<file path="src/rtl/core/vec_pkg.sv">
// Shared types and constants for the viewport edge clip block.
// No dependencies.
package vec_pkg;

  localparam int TW = 21;   // target coordinate width
  localparam int CW = 18;   // configuration register width
  localparam int OW = 23;   // operand width for products and divisors
  localparam int PW = 2 * OW;
  localparam int MW = 45;   // product magnitude width, one divider stage per bit
  localparam int DW = 23;   // divisor magnitude width
  localparam int SW = 48;   // post-divide arithmetic width
  localparam int IW = 3;    // register index width

  localparam logic [CW-1:0] WIDTH_RST  = CW'(30720);
  localparam logic [CW-1:0] HEIGHT_RST = CW'(17280);
  localparam logic [CW-1:0] REFX_RST   = CW'(15360);
  localparam logic [CW-1:0] REFY_RST   = CW'(8640);

  typedef enum logic [IW-1:0] {
    REG_WIDTH  = 3'd0,
    REG_HEIGHT = 3'd1,
    REG_REFX   = 3'd2,
    REG_REFY   = 3'd3
  } reg_idx_e;

  typedef struct packed {
    logic [CW-1:0] w;
    logic [CW-1:0] h;
    logic [CW-1:0] rx;
    logic [CW-1:0] ry;
  } cfg_t;

  typedef struct packed {
    logic                 west;
    logic                 east;
    logic                 north;
    logic                 south;
    logic signed [TW-1:0] tx;
  } side_t;

  typedef struct packed {
    logic [MW-1:0] mag;
    logic [DW-1:0] dm;
    logic          neg;
    logic          dz;
  } dop_t;

  typedef struct packed {
    logic [MW-1:0] quo;
    logic          neg;
    logic          dz;
  } dres_t;

endpackage

</file>
<file path="src/rtl/core/vec_prep.sv">
// Classification, operand selection and product stages.
// Depends on vec_pkg.
module vec_prep (
  input  logic                         clk_i,
  input  logic                         rst_ni,
  input  vec_pkg::cfg_t                cfg_i,
  input  logic                         valid_i,
  output logic                         rdy_o,
  input  logic signed [vec_pkg::TW-1:0] tx_i,
  input  logic signed [vec_pkg::TW-1:0] ty_i,
  output logic                         valid_o,
  input  logic                         rdy_i,
  output vec_pkg::dop_t                op1_o,
  output vec_pkg::dop_t                op2_o,
  output vec_pkg::side_t               side_o
);
  import vec_pkg::*;

  logic                 v1_q, v2_q, r1, r2;
  logic signed [OW-1:0] a1_d, b1_d, c1_d, a2_d, b2_d, c2_d;
  logic signed [OW-1:0] a1_q, b1_q, c1_q, a2_q, b2_q, c2_q;
  side_t                side_d, side1_q, side2_q;
  dop_t                 op1_d, op2_d, op1_q, op2_q;
  logic signed [OW-1:0] txe, tye, we, he, rxe, rye;
  logic signed [PW-1:0] p1, p2, m1, m2;
  logic signed [OW-1:0] d1, d2;

  assign r2    = !v2_q || rdy_i;
  assign r1    = !v1_q || r2;
  assign rdy_o = r1;

  always_comb begin
    txe = OW'(tx_i);
    tye = OW'(ty_i);
    we  = $signed({{(OW-CW){1'b0}}, cfg_i.w});
    he  = $signed({{(OW-CW){1'b0}}, cfg_i.h});
    rxe = $signed({{(OW-CW){1'b0}}, cfg_i.rx});
    rye = $signed({{(OW-CW){1'b0}}, cfg_i.ry});
    side_d.tx    = tx_i;
    side_d.west  = (txe <= 0);
    side_d.east  = !side_d.west && (txe >= we);
    side_d.north = (tye <= 0);
    side_d.south = !side_d.north && (tye >= he);
    a1_d = rxe;
    b1_d = tye - rye;
    c1_d = side_d.west ? (rxe - txe) : (txe - rxe);
    if ((side_d.west || side_d.east) && side_d.north) begin
      a2_d = tye;
      b2_d = rxe - txe;
      c2_d = rye - tye;
    end else if (side_d.north) begin
      a2_d = rye;
      b2_d = txe - rxe;
      c2_d = rye - tye;
    end else begin
      a2_d = rye;
      b2_d = txe - rxe;
      c2_d = tye - rye;
    end
  end

  always_comb begin
    p1 = PW'(a1_q) * PW'(b1_q);
    p2 = PW'(a2_q) * PW'(b2_q);
    m1 = p1[PW-1] ? -p1 : p1;
    m2 = p2[PW-1] ? -p2 : p2;
    d1 = c1_q[OW-1] ? -c1_q : c1_q;
    d2 = c2_q[OW-1] ? -c2_q : c2_q;
    op1_d.mag = m1[MW-1:0];
    op1_d.dm  = d1[DW-1:0];
    op1_d.neg = p1[PW-1] ^ c1_q[OW-1];
    op1_d.dz  = (c1_q == '0);
    op2_d.mag = m2[MW-1:0];
    op2_d.dm  = d2[DW-1:0];
    op2_d.neg = p2[PW-1] ^ c2_q[OW-1];
    op2_d.dz  = (c2_q == '0);
  end

  always_ff @(posedge clk_i or negedge rst_ni) begin
    if (!rst_ni) begin
      v1_q <= 1'b0;
      v2_q <= 1'b0;
    end else begin
      if (r1) v1_q <= valid_i;
      if (r2) v2_q <= v1_q;
    end
  end

  always_ff @(posedge clk_i) begin
    if (r1) begin
      a1_q    <= a1_d;
      b1_q    <= b1_d;
      c1_q    <= c1_d;
      a2_q    <= a2_d;
      b2_q    <= b2_d;
      c2_q    <= c2_d;
      side1_q <= side_d;
    end
    if (r2) begin
      op1_q   <= op1_d;
      op2_q   <= op2_d;
      side2_q <= side1_q;
    end
  end

  assign valid_o = v2_q;
  assign op1_o   = op1_q;
  assign op2_o   = op2_q;
  assign side_o  = side2_q;

endmodule

</file>
<file path="config.mk">
export PLATFORM = sky130hd
export DESIGN_NAME = vec_prep
export DESIGN_NICKNAME = d
export VERILOG_FILES = /design/src/rtl/core/vec_pkg.sv /design/src/rtl/core/vec_prep.sv
export SDC_FILE = /design/constraint.sdc
export NUM_CORES = 2
export LEC_CHECK = 0
export BUFFER_PORTS_ARGS = -buffer_cell sky130_fd_sc_hd__buf_2
export CAP_MARGIN = 30
export CORE_MARGIN = 1.5
export CORE_UTILIZATION = 65
export DETAILED_ROUTE_END_ITERATION = 7
export HOLD_SLACK_MARGIN = 0.08
export PLACE_DENSITY = 0.84
export SLEW_MARGIN = 40
export SYNTH_ARGS = -nofsm -noshare
export SYNTH_HDL_FRONTEND = slang
export SYNTH_SLANG_ARGS = --single-unit
export TNS_END_PERCENT = 1
</file>
<file path="constraint.sdc">
create_clock -name clk_i -period 8.95 [get_ports clk_i]
set_input_delay 2.2375 -clock clk_i [delete_from_list [all_inputs] [get_ports clk_i]]
set_output_delay 2.2375 -clock clk_i [all_outputs]
set_load 0.01 [all_outputs]
</file>
Word level (Yosys, flattened, before mapping)
Cells that the tools add are included.
{"block": "classes", "n_addsub": 8, "n_mul": 2, "mux": 9, "magnitude_cmp": 4, "reduce_logical": 12, "bitwise": 2}
{"op": "$mux W23", "count": 4}
{"op": "$mux W45", "count": 2}
{"op": "$logic_not A23 Y1", "count": 2}
{"op": "$neg A23 Y23", "count": 2}
{"op": "$neg A41 Y45", "count": 1}
{"op": "$neg A44 Y45", "count": 1}
{"op": "$mul A21 B23 Y44", "count": 1}
{"op": "$mux W22", "count": 2}
{"op": "$sub A19 B21 Y22", "count": 2}
{"op": "$sub A21 B19 Y22", "count": 2}
{"op": "$ge A21 B19 Y1", "count": 2}
{"op": "$le A21 B1 Y1 const B", "count": 2}
{"op": "$mul A19 B22 Y41", "count": 1}
{"op": "$mux W18", "count": 1}
{"op": "$logic_not A1 Y1", "count": 4}
{"op": "$logic_and A1 B1 Y1", "count": 3}
{"op": "$logic_or A1 B1 Y1", "count": 3}
{"op": "$xor A1 B1 Y1", "count": 2}
{"block": "word_totals", "regBits": 322, "input_bits": 118}

Logic depth before layout (Yosys ltp)
{"block": "depth", "depth_word": 6, "mapped_depth": 30, "depth_no_buf": 26}

Worst setup path after synthesis
Ideal clock, no wire load.
{"block": "synth_timing", "path_type": "input to output", "start": "input rdy_i", "end": "output rdy_o", "path_buffers": 0, "stages": 1, "t_arrival_ns": 5.749, "slack_ns": 0.964, "cell_sequence": "nand3b_1"}
{"block": "synth_via", "elab_chain_len": 2}
{"element": "from (decl)", "line_no": "vec_prep.sv:12", "source": "input logic rdy_i,"}
{"element": "$logic_or A1 B1 Y1", "line_no": "vec_prep.sv:28", "source": "assign r2 = !v2_q || rdy_i;"}
{"element": "$logic_or A1 B1 Y1", "line_no": "vec_prep.sv:29", "source": "assign r1 = !v1_q || r2;"}
{"element": "to (decl)", "line_no": "vec_prep.sv:8", "source": "output logic rdy_o,"}
Every way passes these cells.

Final worst setup path
{"block": "layout_timing", "start": "register a2_q[6]", "end": "register op2_q, in the netlist op2_o[58], data pin"}
{"block": "layout_via", "elab_chain_len": 3}
{"element": "from (decl)", "line_no": "vec_prep.sv:21", "source": "logic signed [OW-1:0] a1_q, b1_q, c1_q, a2_q, b2_q, c2_q;"}
{"element": "from (signal assigned)", "line_no": "vec_prep.sv:94", "source": "a2_q <= a2_d;"}
{"element": "$mul A21 B23 Y44 (*)", "line_no": "vec_prep.sv:64", "source": "p2 = PW'(a2_q) * PW'(b2_q);"}
{"element": "$neg A44 Y45", "line_no": "vec_prep.sv:66", "source": "m2 = p2[PW-1] ? -p2 : p2;"}
{"element": "$mux W45 (*)", "line_no": "vec_prep.sv:66"}
{"element": "net m2[33]", "line_no": "vec_prep.sv:25", "source": "logic signed [PW-1:0] p1, p2, m1, m2;"}
{"element": "to (signal assigned)", "line_no": "vec_prep.sv:101", "source": "op2_q <= op2_d;"}
{"element": "to (decl)", "line_no": "vec_prep.sv:23", "source": "dop_t op1_d, op2_d, op1_q, op2_q;"}
Mark *: on every way through the listed nets, which the timed path passes. The rest lies on a longest branch.
A chain may end at the register's enable or synchronous reset.

==> run summary <==
Status: completed
Hpwl dp: 101,000 um
Critical Path, Cell by Cell: nand2_1, fa_1, fa_1, inv_1, fa_1, fa_1, fa_1, inv_1, fa_1, fa_1, inv_1, ha_1, inv_1, nor3_1, o21ai_0, nor2_1, o211ai_2, a2111o_1, and3_1, or3_4, o31a_1, xnor2_1
Core ar.: 0.0775 mm^2
Worst reg-to-reg setup slack: 0.46 ns
CTS Buf Count: 40
Largest family of logic cells by synthesized area: adder cells
Area grow syn2layout: 7.67%
Post-place setup slack: 0.420 ns
Area fraction of the dominant cell type after synthesis: 34.8%
Worst-margin pin slew: 0.883 ns
Antenna violations before repair: 5
DR vias/cell: 5.85
DRT iter0 DRCs: 3,236
Synth Area in Adders: 43.0%
Post-synthesis sequential area ratio: 18.7%
Met3 routed WL: 11,700 um
Placer Congestion: 0.962
# rows: 102
CTS tree: built
Final setup viols: 0
Post-route insts no fill: 6,530
Top sig layer: met5
Syn Inst Count: 5,298
Max clock buf depth: 3
DRT antenna net count: 0
DR WL/cell: 19.3 um
Final #Nets: 6,795
Synth Area in XOR/XNOR: 4.43%
FF+latch count, synth: 317
Metal-1 WL: 48,500 um
Drt first pass iters: 6
Post-Route Skew: 0.0301 ns
Die ar.: 0.0801 mm^2
Synth Warn #: 0
Gr ovfl total: 0
Post-synth EDFFs: 315
CTS Sinks: 317
Buf+Inv Stages, Crit Path: 4
Post-synth cell types: 102
Mapped Area: 0.0509 mm^2
Die H: 283 um
CP max-delay cell: edfxtp_1
Number of fill cells: 5,658
Root Buffer: clkbuf_16
CP max stage delay: 0.83 ns
Worst hold path type: flip-flop to flip-flop
Die width: 283 um
Vias: 38,200
Fraction of registers with async set/reset: 0.631%
First-pass GRT wire length: 205,000 um
WHS: 0.421 ns
Crit path required time: 9.29 ns
Synth area leader: fa_1
Period minus WS final: 8.49 ns
Skew-Pair Late Insertion Delay: 0.61 ns
Most instantiated library cell after synthesis: inv_1
Compound-Gate Fraction of Synth Area: 8.38%
Worst setup path category: flip-flop to flip-flop
Total Wirelength: 126,000 um
Met2 wire length: 60,500 um
Fmax: 118 MHz
Vias in the first global route: 39,500
Synth Area in Simple Gates: 14.7%
Hold path start: side1_q[18]$_DFFE_PP_
Pins Over Slew Limit: 0
Proportion of layout cells with a drive suffix above 1: 9.48%
Sum Neg Setup Slack: 0 ns
Worst Slack Setup Final: 0.456 ns
FF-to-FF End: op2_o[58]$_DFFE_PP_
Hold Violations, Final: 0
RSZ-0062 raised after global routing: no
Fraction of synthesized area in multiplexers: 0.855%
Leading post-synthesis cells by cell area: fa_1 35%, edfxtp_1 19%, ha_1 8.2%, inv_1 8.1%, and2_1 4.8%
Arr. time, crit path: 8.83 ns
Cell family with most CP delay: adder cells
Clock transition at path regs: 0.06 ns
Overall fraction of global-route tracks in use: 32.3%
Primary FF master, synth: edfxtp_1
CP startpoint kind: flip-flop
Tcrit/Tclk final: 94.9%
Worst Hold Path EP: side_o[18]$_DFFE_PP_
Crit. End Element: flip-flop
Reg2Reg Depth: 22
Placed cells: 6,430
Largest net degree at the start of global routing: 152
Cell mode on critical path: fa_1
Syn Area/Cell: 9.62 um^2
DRC: 0
Worst hold path depth: 0
Max Cap Viol: 0
Worst-path fanout max: 31
I/O Pins: 285
H-tree depth: 2
Ranking of synthesized cells by instance count: 1,101 x inv_1, 885 x fa_1, 622 x nand2_1, 393 x and2_1, 333 x ha_1
Initial Util: 65.8%
Worst r2r src: a2_q[6]$_DFFE_PP_
I/O Buffers: 284
Slew HR: 41.1%
state kept, by name, indices dropped and copies added (netlist names):
register  count
op1_o        70
op2_o        70
side1_q      25
side_o       25
c1_q         22
c2_q         22
a2_q         21
b1_q         21
b2_q         21
a1_q         18
v1_q          1
valid_o       1
cells by family after synthesis:
family	count (synthesis)
mux	42
flops	317
fa+ha+maj	1218
buf+inv	1343
xor+xnor	256
other cells	1
compound gates	622
simple gates	1499
cell usage in the layout, fill, tap and decap left out, drive strengths merged, types with 20 or more instances in the layout:
cell    instances
ha            333
and2          395
a21o           67
nor3           60
nand4          26
clkbuf         43
fa            885
nor2          165
a31oi          41
nor2b          28
o21ai         133
a211oi         26
edfxtp        315
o211ai         22
a21oi         146
and3           28
inv          1104
buf           353
o31ai          25
nand3          36
mux2i          30
xnor2         178
nand2         622
o21a           29
or2            20
xor2           78
nand2b         28
how the worst max path moves through the flow:
stage | start | endpoint | depth (start not counted)
2_1_floorplan | rdy_i | rdy_o | 1
3_3_place_gp | a2_q[3]$_DFFE_PP_ | op2_o[67]$_DFFE_PP_ | 24
3_5_place_dp | a2_q[3]$_DFFE_PP_ | op2_o[66]$_DFFE_PP_ | 24
4_1_cts | a2_q[3]$_DFFE_PP_ | op2_o[67]$_DFFE_PP_ | 24
5_1_grt | a2_q[3]$_DFFE_PP_ | op2_o[66]$_DFFE_PP_ | 24
6_report | a2_q[6]$_DFFE_PP_ | op2_o[58]$_DFFE_PP_ | 22
per-stage QoR:
step / util [%] / area, um^2
floorplan: - / 51000
global placement: 68.5 / 53100
detailed placement: 68.5 / 53100
CTS: 70.3 / 54500
global route: 70.8 / 54900
finish: 70.8 / 54900
routing by layer:
layer  track usage, %  vias to the layer above
met1             43.5                    19100
met2             52.6                     1840
met3             5.32                      338
li1                 -                    16900
met5                0                        -
met4             12.6                        6
repair_timing:
action	in CTS	in global routing
endpoints found under the setup margin	0	32
resized for setup	0	2
setup buffers	0	3
hold buffers	0	0
layout make-up:
class	count	area [um^2]	area share, %
well taps	1040	1300	2.37
diodes	2	5.00	0.00912
repair buffers	353	2090	3.80
flip-flops and latches	317	9510	17.3
multi-input cells	3644	36400	66.4
inverters	1103	4140	7.55
clock buffers	43	1010	1.85
clock inverters	28	384	0.700
Power is not shown: default switching activity piles up to over one toggle a cycle in this logic, so the estimate is an artifact.
