**config.mk**
```make
export PLATFORM = sky130hd
export DESIGN_NAME = vec_post
export DESIGN_NICKNAME = d
export VERILOG_FILES = /design/src/rtl/core/vec_pkg.sv /design/src/rtl/core/vec_post.sv
export SDC_FILE = /design/constraint.sdc
export NUM_CORES = 1
export LEC_CHECK = 0
export BUFFER_PORTS_ARGS = -buffer_cell sky130_fd_sc_hd__buf_2
export CAP_MARGIN = 20
export CORE_MARGIN = 8
export CORE_UTILIZATION = 50
export DETAILED_ROUTE_END_ITERATION = 7
export GPL_TIMING_DRIVEN = 1
export PLACE_DENSITY = 0.76
export REMOVE_ABC_BUFFERS = 1
export SETUP_SLACK_MARGIN = 0.3
export SLEW_MARGIN = 20
export SYNTH_ARGS = -nofsm -noshare
export SYNTH_HDL_FRONTEND = slang
export SYNTH_SLANG_ARGS = --single-unit
```
**constraint.sdc**
```tcl
create_clock -name clk_i -period 1.8 [get_ports clk_i]
set_clock_uncertainty 0.15 [all_clocks]
set_input_delay 0.09 -clock clk_i [delete_from_list [all_inputs] [get_ports clk_i]]
set_output_delay 0.09 -clock clk_i [all_outputs]
set_load 0.01 [all_outputs]
```
**src/rtl/core/vec_pkg.sv**
```systemverilog
// Shared types and constants for the viewport edge clip block.
// No dependencies.
package vec_pkg;

  localparam int TW = 21;   // target coordinate width
  localparam int CW = 18;   // configuration register width
  localparam int OW = 23;   // operand width for products and divisors
  localparam int PW = 2 * OW;
  localparam int MW = 45;   // product magnitude width, one divider stage per bit
  localparam int DW = 23;   // divisor magnitude width
  localparam int SW = 48;   // post-divide arithmetic width
  localparam int IW = 3;    // register index width

  localparam logic [CW-1:0] WIDTH_RST  = CW'(30720);
  localparam logic [CW-1:0] HEIGHT_RST = CW'(17280);
  localparam logic [CW-1:0] REFX_RST   = CW'(15360);
  localparam logic [CW-1:0] REFY_RST   = CW'(8640);

  typedef enum logic [IW-1:0] {
    REG_WIDTH  = 3'd0,
    REG_HEIGHT = 3'd1,
    REG_REFX   = 3'd2,
    REG_REFY   = 3'd3
  } reg_idx_e;

  typedef struct packed {
    logic [CW-1:0] w;
    logic [CW-1:0] h;
    logic [CW-1:0] rx;
    logic [CW-1:0] ry;
  } cfg_t;

  typedef struct packed {
    logic                 west;
    logic                 east;
    logic                 north;
    logic                 south;
    logic signed [TW-1:0] tx;
  } side_t;

  typedef struct packed {
    logic [MW-1:0] mag;
    logic [DW-1:0] dm;
    logic          neg;
    logic          dz;
  } dop_t;

  typedef struct packed {
    logic [MW-1:0] quo;
    logic          neg;
    logic          dz;
  } dres_t;

endpackage

```
**src/rtl/core/vec_post.sv**
```systemverilog
// Edge selection, range check and output register.
// Depends on vec_pkg.
module vec_post (
  input  logic                 clk_i,
  input  logic                 rst_ni,
  input  vec_pkg::cfg_t        cfg_i,
  input  logic                 valid_i,
  output logic                 rdy_o,
  input  vec_pkg::dres_t       res1_i,
  input  vec_pkg::dres_t       res2_i,
  input  vec_pkg::side_t       side_i,
  output logic                 out_valid_o,
  input  logic                 out_stall_i,
  output logic                 clipped_o,
  output logic [vec_pkg::CW-1:0] edge_x_o,
  output logic [vec_pkg::CW-1:0] edge_y_o
);
  import vec_pkg::*;

  logic                 v_q, clip_d, clip_q, ok, we_cls;
  logic signed [SW-1:0] q1, q2, y1, x2, x, y, ws, hs, rxs, rys;
  logic [CW-1:0]        ex_d, ey_d, ex_q, ey_q;

  assign rdy_o = !v_q || !out_stall_i;

  always_comb begin
    ws  = $signed({{(SW-CW){1'b0}}, cfg_i.w});
    hs  = $signed({{(SW-CW){1'b0}}, cfg_i.h});
    rxs = $signed({{(SW-CW){1'b0}}, cfg_i.rx});
    rys = $signed({{(SW-CW){1'b0}}, cfg_i.ry});
    q1  = $signed({{(SW-MW){1'b0}}, res1_i.quo});
    q2  = $signed({{(SW-MW){1'b0}}, res2_i.quo});
    if (res1_i.neg) q1 = -q1;
    if (res2_i.neg) q2 = -q2;
    we_cls = side_i.west || side_i.east;
    y1 = rys + q1;
    x2 = (we_cls && side_i.north) ? (SW'(side_i.tx) - q2) : (rxs + q2);
    if (we_cls) begin
      ok = !res1_i.dz;
      x  = side_i.west ? '0 : ws;
      y  = y1;
      if (ok && side_i.north && y1 < 0) begin
        y  = '0;
        x  = x2;
        ok = !res2_i.dz;
      end else if (ok && side_i.south && y1 > hs) begin
        y  = hs;
        x  = x2;
        ok = !res2_i.dz;
      end
    end else begin
      ok = !res2_i.dz && side_i.north != side_i.south;
      y  = side_i.north ? '0 : hs;
      x  = x2;
    end
    clip_d = ok && (x >= 0) && (x <= ws) && (y >= 0) && (y <= hs);
    ex_d   = clip_d ? x[CW-1:0] : '0;
    ey_d   = clip_d ? y[CW-1:0] : '0;
  end

  always_ff @(posedge clk_i or negedge rst_ni) begin
    if (!rst_ni) begin
      v_q <= 1'b0;
    end else if (rdy_o) begin
      v_q <= valid_i;
    end
  end

  always_ff @(posedge clk_i) begin
    if (rdy_o) begin
      clip_q <= clip_d;
      ex_q   <= ex_d;
      ey_q   <= ey_d;
    end
  end

  assign out_valid_o = v_q;
  assign clipped_o   = clip_q;
  assign edge_x_o    = ex_q;
  assign edge_y_o    = ey_q;

endmodule
```
; Word-level counts from Yosys, hierarchy flattened
; Cells that the tools add are included.
[op_classes]
muxes = 14
add_sub_neg = 5
eq_ne = 1
reduce_logical = 16
magnitude_cmp = 6
[op_table]
columns = op, n
row1 = $mux 48, 9
row2 = $add 19x48->48, 2
row3 = $ge 48x1->1 const B, 2
row4 = $le 48x19->1, 2
row5 = $neg 45->48, 2
row6 = $gt 48x19->1, 1
row7 = $lt 48x1->1 const B, 1
row8 = $sub 21x48->48, 1
row9 = $mux 18, 2
row10 = $logic_and 1x1->1, 10
row11 = $logic_not 1->1, 4
row12 = $mux 1, 3
row13 = $logic_or 1x1->1, 2
row14 = $ne 1x1->1, 1
[word_totals]
ff_bits = 38
wordCells = 46

; Longest topological paths before layout
[logic_depth]
ltp_word = 13
depth_mapped = 45
ltp_nobuf = 40

; Least setup slack after synthesis
; Ideal clock, no wire load.
[synth_path]
kind = input port to flip-flop
startpoint = input res1_i[1] (netlist name)
endpoint = register ex_q[12] (netlist: edge_x_o[12]) (data pin)
cell_stages = 41
n_path_buf = 7
arrival_ns = 7.964
setup_time_ns = 0.135
setup_slack_ns = -6.449
path_cell_list = clkbuf_1 > clkbuf_1 > clkbuf_1 > clkbuf_1 > clkbuf_1 > clkbuf_1 > o31ai_1 > xnor2_1 > ha_1 > a21oi_1 > a31oi_1 > o21a_1 > nor2_1 > o21ai_0 > a21o_1 > a21oi_1 > o21ai_0 > a31oi_1 > (+5 left out) > a21oi_1 > a41oi_4 > mux2_2 > ha_1 > nor2b_1 > o21a_1 > o21a_1 > o21a_1 > o21a_1 > o21ai_0 > a21oi_1 > o21a_1 > o21a_1 > o22ai_1 > nand4_1 > a2111o_1 > buf_6 > nor2b_2
[synth_between]
elab_chain_cells = 12
elab_cells_between_ends = 23
cone_classes = add/sub: 1 / order compare: 6 / mux: 10 / reduce/logical: 6
[synth_lines]
columns = item, line_no
row1 = from (decl), vec_post.sv:9  ; input vec_pkg::dres_t res1_i,
row2 = $mux 48 (*), vec_post.sv:33  ; if (res1_i.neg) q1 = -q1;
row3 = $add 19x48->48 (*), vec_post.sv:36  ; y1 = rys + q1;
row4 = $gt 48x19->1, vec_post.sv:46  ; end else if (ok && side_i.south && y1 > hs) begin
row5 = $logic_and 1x1->1, vec_post.sv:46
row6 = $mux 48, vec_post.sv:46
row7 = $mux 48 (*), vec_post.sv:42  ; if (ok && side_i.north && y1 < 0) begin
row8 = $mux 48 (*), vec_post.sv:38  ; if (we_cls) begin
row9 = named net x[1], vec_post.sv:21  ; logic signed [SW-1:0] q1, q2, y1, x2, x, y, ws, hs, rxs, rys;
row10 = $ge 48x1->1, vec_post.sv:56  ; clip_d = ok && (x >= 0) && (x <= ws) && (y >= 0) && (y <= hs);
row11 = $logic_and 1x1->1, vec_post.sv:56
row12 = $logic_and 1x1->1 (*) (3 in series), vec_post.sv:56
row13 = to (signal assigned), vec_post.sv:72  ; ex_q <= ex_d;
row14 = to (decl), vec_post.sv:22  ; logic [CW-1:0] ex_d, ey_d, ex_q, ey_q;
; Mark *: on every way through the listed nets, which the timed path passes. The rest lies on a longest branch.
; A chain may end at the register's enable or synchronous reset.

; Worst setup path in the final report
[layout_path]
startpoint = input res1_i[7] (netlist name)
endpoint = register ey_q[11] (netlist: edge_y_o[11]) (data pin)
[layout_between]
elab_chain_cells = 13
elab_cells_between_ends = 24
cone_classes = add/sub: 2 / order compare: 6 / mux: 10 / reduce/logical: 6
[layout_lines]
columns = item, line_no
row1 = $neg 45->48, vec_post.sv:33
row2 = $mux 48 (*), vec_post.sv:33
row3 = $add 19x48->48 (*), vec_post.sv:36
row4 = $gt 48x19->1, vec_post.sv:46
row5 = $logic_and 1x1->1, vec_post.sv:46
row6 = $mux 48, vec_post.sv:46
row7 = $mux 48 (*), vec_post.sv:42
row8 = $mux 48 (*), vec_post.sv:38
row9 = named net x[14], vec_post.sv:21
row10 = $ge 48x1->1, vec_post.sv:56
row11 = $logic_and 1x1->1, vec_post.sv:56
row12 = $logic_and 1x1->1 (*) (3 in series), vec_post.sv:56
row13 = to (signal assigned), vec_post.sv:73  ; ey_q <= ey_d;
row14 = to (decl), vec_post.sv:22
; Marks and branches as above.

==> summary.md <==
| Metric | Value |
|---|---|
| Count of final setup violators | 37 |
| Adder-cell area share of the yosys netlist | 14.4% |
| Final clock period utilization by the worst path | 426% |
| Basic-gate share of the synthesized area counting and, or, nand and nor cells | 27.8% |
| Post-DR vias/cell | 6.05 |
| Number of buffers on the longest clock path | 2 |
| Dominant register cell in the synthesized netlist | edfxtp_1 |
| Top-level port count | 234 |
| Detailed-route wire length per cell | 18.4 um |
| Largest fanout of any net on the critical path | 26 |
| Final routed wirelength across all metal layers | 53500 um |
| Count of buffers from port buffering | 233 |
| Die W | around 170 um |
| Endpoint of the worst hold-timing path | out_valid_o |
| Worst slack at placement | -6040 ps |
| Height of the chip | around 170 um |
| Most frequent cell after synthesis | ha_1 |
| Reg-to-reg endpoint | clipped_o |
| Critical Path Source Type | input port |
| Worst path most repeated cell | or4_4 |
| GRT Residual Overflow | 0 |
| Starting density of the core | 50.2% |
| Area of the die | 30200 um2 |
| Via count of the first global-routing pass | roughly 18000 |
| Worst relative slew slack | a little under three fifths |
| Number of vias in the routed layout | between 15000 and 20000 |
| Largest vdd supply drop | 0.000779 V |
| Startpoint of the most critical hold path | out_stall_i |
| Number of cell instances on the worst register-to-register path | 2 |
| Starting DRT DRC Count | 1786 |
| CP Data Required Time | 1790 ps |
| Maximum capacitance violations | 0 |
| Synthesized netlist cell count | 1721 |
| Type of the worst setup path | in2reg |
| Later-pin clock latency in the skew report | 290 ps |
| Top cells by count, synth | ha_1, a21oi_1, nand2_1, nor2_1, o21ai_0 |
| Layout Area Growth over Synthesis | 56.1% |
| CP max stage cell | or4_4 |
| Detailed placer's ending HPWL | 42500 um |
| Final standard cell count with taps included and fillers excluded | 2914 |
| Lkg Pwr | approximately 9.3 nW |
| Unique masters post-synth | 84 |
| Antenna-violating nets left | 0 |
| Ranking of synthesized cells by area | ha_1, edfxtp_1, xnor2_1 |
| Compound-Gate Fraction of Synth Area | between 20 and 30% |
| Number of synthesized register bits | 38 |
| Violated checks | setup timing |
| TritonCTS clock tree | yes |
| Standard-cell rows | 58 |
| Maximum achievable frequency | 130 MHz |
| Final weighted congestion of routability-driven global placement | 1.02 |
| Post-layout util | 78.4% |
| Global-route wire length before repair | 82100 um |
| Library cell with the largest summed area after synthesis | ha_1 |
| Origin of the critical flop-to-flop path | out_valid_o |
| Final hold slack | 157 ps |
| H-tree levels | 2 |
| DRC | 0 |
| Xor/xnor cell area share of the yosys netlist | 11.4% |
| Final Max Tran Viols | 0 |
| Initial antenna violation count | 3 |
| Delay of the slowest cell on the worst path | about 550 ps |
| Setup TNS | -214580 ps |
| Share of the synthesized area in the top cell type | 13.9% |
| Reg-to-reg slack, setup | 600 ps |
| Crit. End Element | flop |
| Root buf cell | clkbuf_16 |
| Placed cell count | between 2000 and 3000 |
| Power Dens Cells | 514 nW/um2 |
| Final-report hold violation count | 0 |
| Actual slew at the worst max-slew pin | roughly 640 ps |
| Fraction of final layout cells with drive strength greater than 1 | between 30% and 40% |
| Worst hold stages | 4 |
| Total of warnings raised by yosys | 0 |
| Global router's overall resource usage | 31.8% |
| Mux contribution to synthesized area | 2.55% |
| Pin count of the biggest net entering global routing | 40 |
| Avg Synthesized Cell Area | 7.25 um2 |
| CTS clk-pin slew, worst paths | 60 ps |
| Clock buffer count from CTS | 5 |
| Setup WS post-layout | -5860 ps |
| Proportion of synthesized chip area in sequential cells | 9.11% |
| Hold crit path type | in2reg |
| Combinational family with the most area after synthesis | compound AO/OA/AOI/OAI gates |
| EDFF count, synth | 37 |
| Status | complete, but fails checks |
| Unrepaired setup endpoints after global routing | true |
| Number of nets in the layout | between 2000 and 3000 |
| Proportion of register bits with asynchronous set or reset after synthesis | about 2.6% |
| Post-synthesis instance area | 12500 um2 |
| Sinks on the clock net | 38 |
| 1st-pass router iterations | 7 |
| Final worst path period need | 7660 ps |
| Core region area | 24800 um2 |
| CP Data Arrival Time | between 7000 and 8000 ps |
==> layout by cell type, fill, tap and decap left out, types with 11 or more instances in the layout <==
master,instances
a31oi_1,22
nor2b_1,20
buf_2,230
nand4_1,45
edfxtp_1,37
o211ai_1,17
or2_2,14
o21bai_1,12
o31ai_1,29
nor4_1,30
a22o_1,20
ha_1,135
buf_4,681
nor2_1,107
nand2b_1,46
nor2b_2,19
xnor2_1,99
nor3_1,53
inv_1,100
a21o_1,36
nand2_1,121
nor3b_1,11
mux2i_1,24
xor2_1,63
a211oi_1,16
and2_1,12
or4_1,21
o21ai_0,94
and3_1,22
or3_1,31
o21a_1,28
a21oi_1,119
nand3_1,42
o41ai_1,31
==> where the power goes <==
group,internal (W),total [W],switching (W)
combinational,0.00403,0.00795,0.00392
clock,0.000655,0.00101,0.000353
sequential,0.00103,0.00105,0.0000150
==> sequential cells by signal, summed over array words and instances, names as in the netlist <==
name	flops
edge_x_o	18
edge_y_o	18
clipped_o	1
out_valid_o	1
==> worst max-delay path by stage <==
| stage | startpoint | to | cells past startpoint | slack (ps) |
|---|---|---|---|---|
| after floorplan | res1_i[7] | edge_y_o[10] | 25 | -6400 |
| after CTS | res1_i[4] | edge_y_o[17] | 34 | -5600 |
| after global placement | res1_i[7] | edge_y_o[10] | 34 | -5800 |
| after detailed placement | res1_i[7] | edge_y_o[0] | 34 | -6040 |
| final | res1_i[7] | edge_y_o[11] | 29 | -5860 |
| after global routing | res1_i[7] | edge_y_o[11] | 36 | -6010 |
==> final cells by class <==
class	instances	area, um2
diodes	5	12.5
clock buffers	7	133
clock inverters	1	30.0
fillers	1710	5360
inverters	101	379
multi-input cells	1506	10900
flip-flops and latches	38	1140
well taps	330	413
repair buffers	926	6480
==> kinds of logic (layout without fill, tap and decap cells) <==
logic type,after synthesis,count (layout)
AOI/OAI and AO/OA,535,535
xor gates and xnor gates,163,163
adders and majority gates,142,142
buffers and inverters,177,1035
DFF,38,38
muxes,31,31
other,0,5
and+or+nand+nor,635,635
==> per-stage QoR <==
step	total power [W]	area, um2
after floorplan	0.00482	12200
after global placement	0.00824	18900
after detailed placement	0.00851	18900
after CTS	0.00964	19200
after global routing	0.0106	19500
final	0.0100	19500
==> layer usage <==
metal / global-route usage (%) / share of wire, % / up-vias / routed length, um
met3: 4.10 / 7.1 / 284 / 3780
met2: 56.2 / 48 / 938 / 25700
met5: 0 / 0 / - / 0
met1: 36.2 / 39 / 8144 / 20800
li1: - / - / 8251 / -
met4: 18.8 / 6.2 / 0 / 3310
==> timing repair <==
| action | in CTS | in global routing |
|---|---|---|
| buffers inserted | 5 | 7 |
| pin swaps | 9 | 15 |
| hold endpoints to repair | 2 | 0 |
| cloned | 1 | 1 |
| resized for setup | 31 | 35 |
| hold buffers | 3 | 0 |
| setup endpoints to repair | 37 | 38 |
==> critical path: cells and delay by family <==
kind                       cells  cell delay, ps
and+or+nand+nor               11            3460
muxes                          2             730
buffers and inverters          6             970
adders and majority gates      1             330
AOI/OAI and AO/OA              9            2050
No activity file was read; power rests on OpenSTA's default activity.
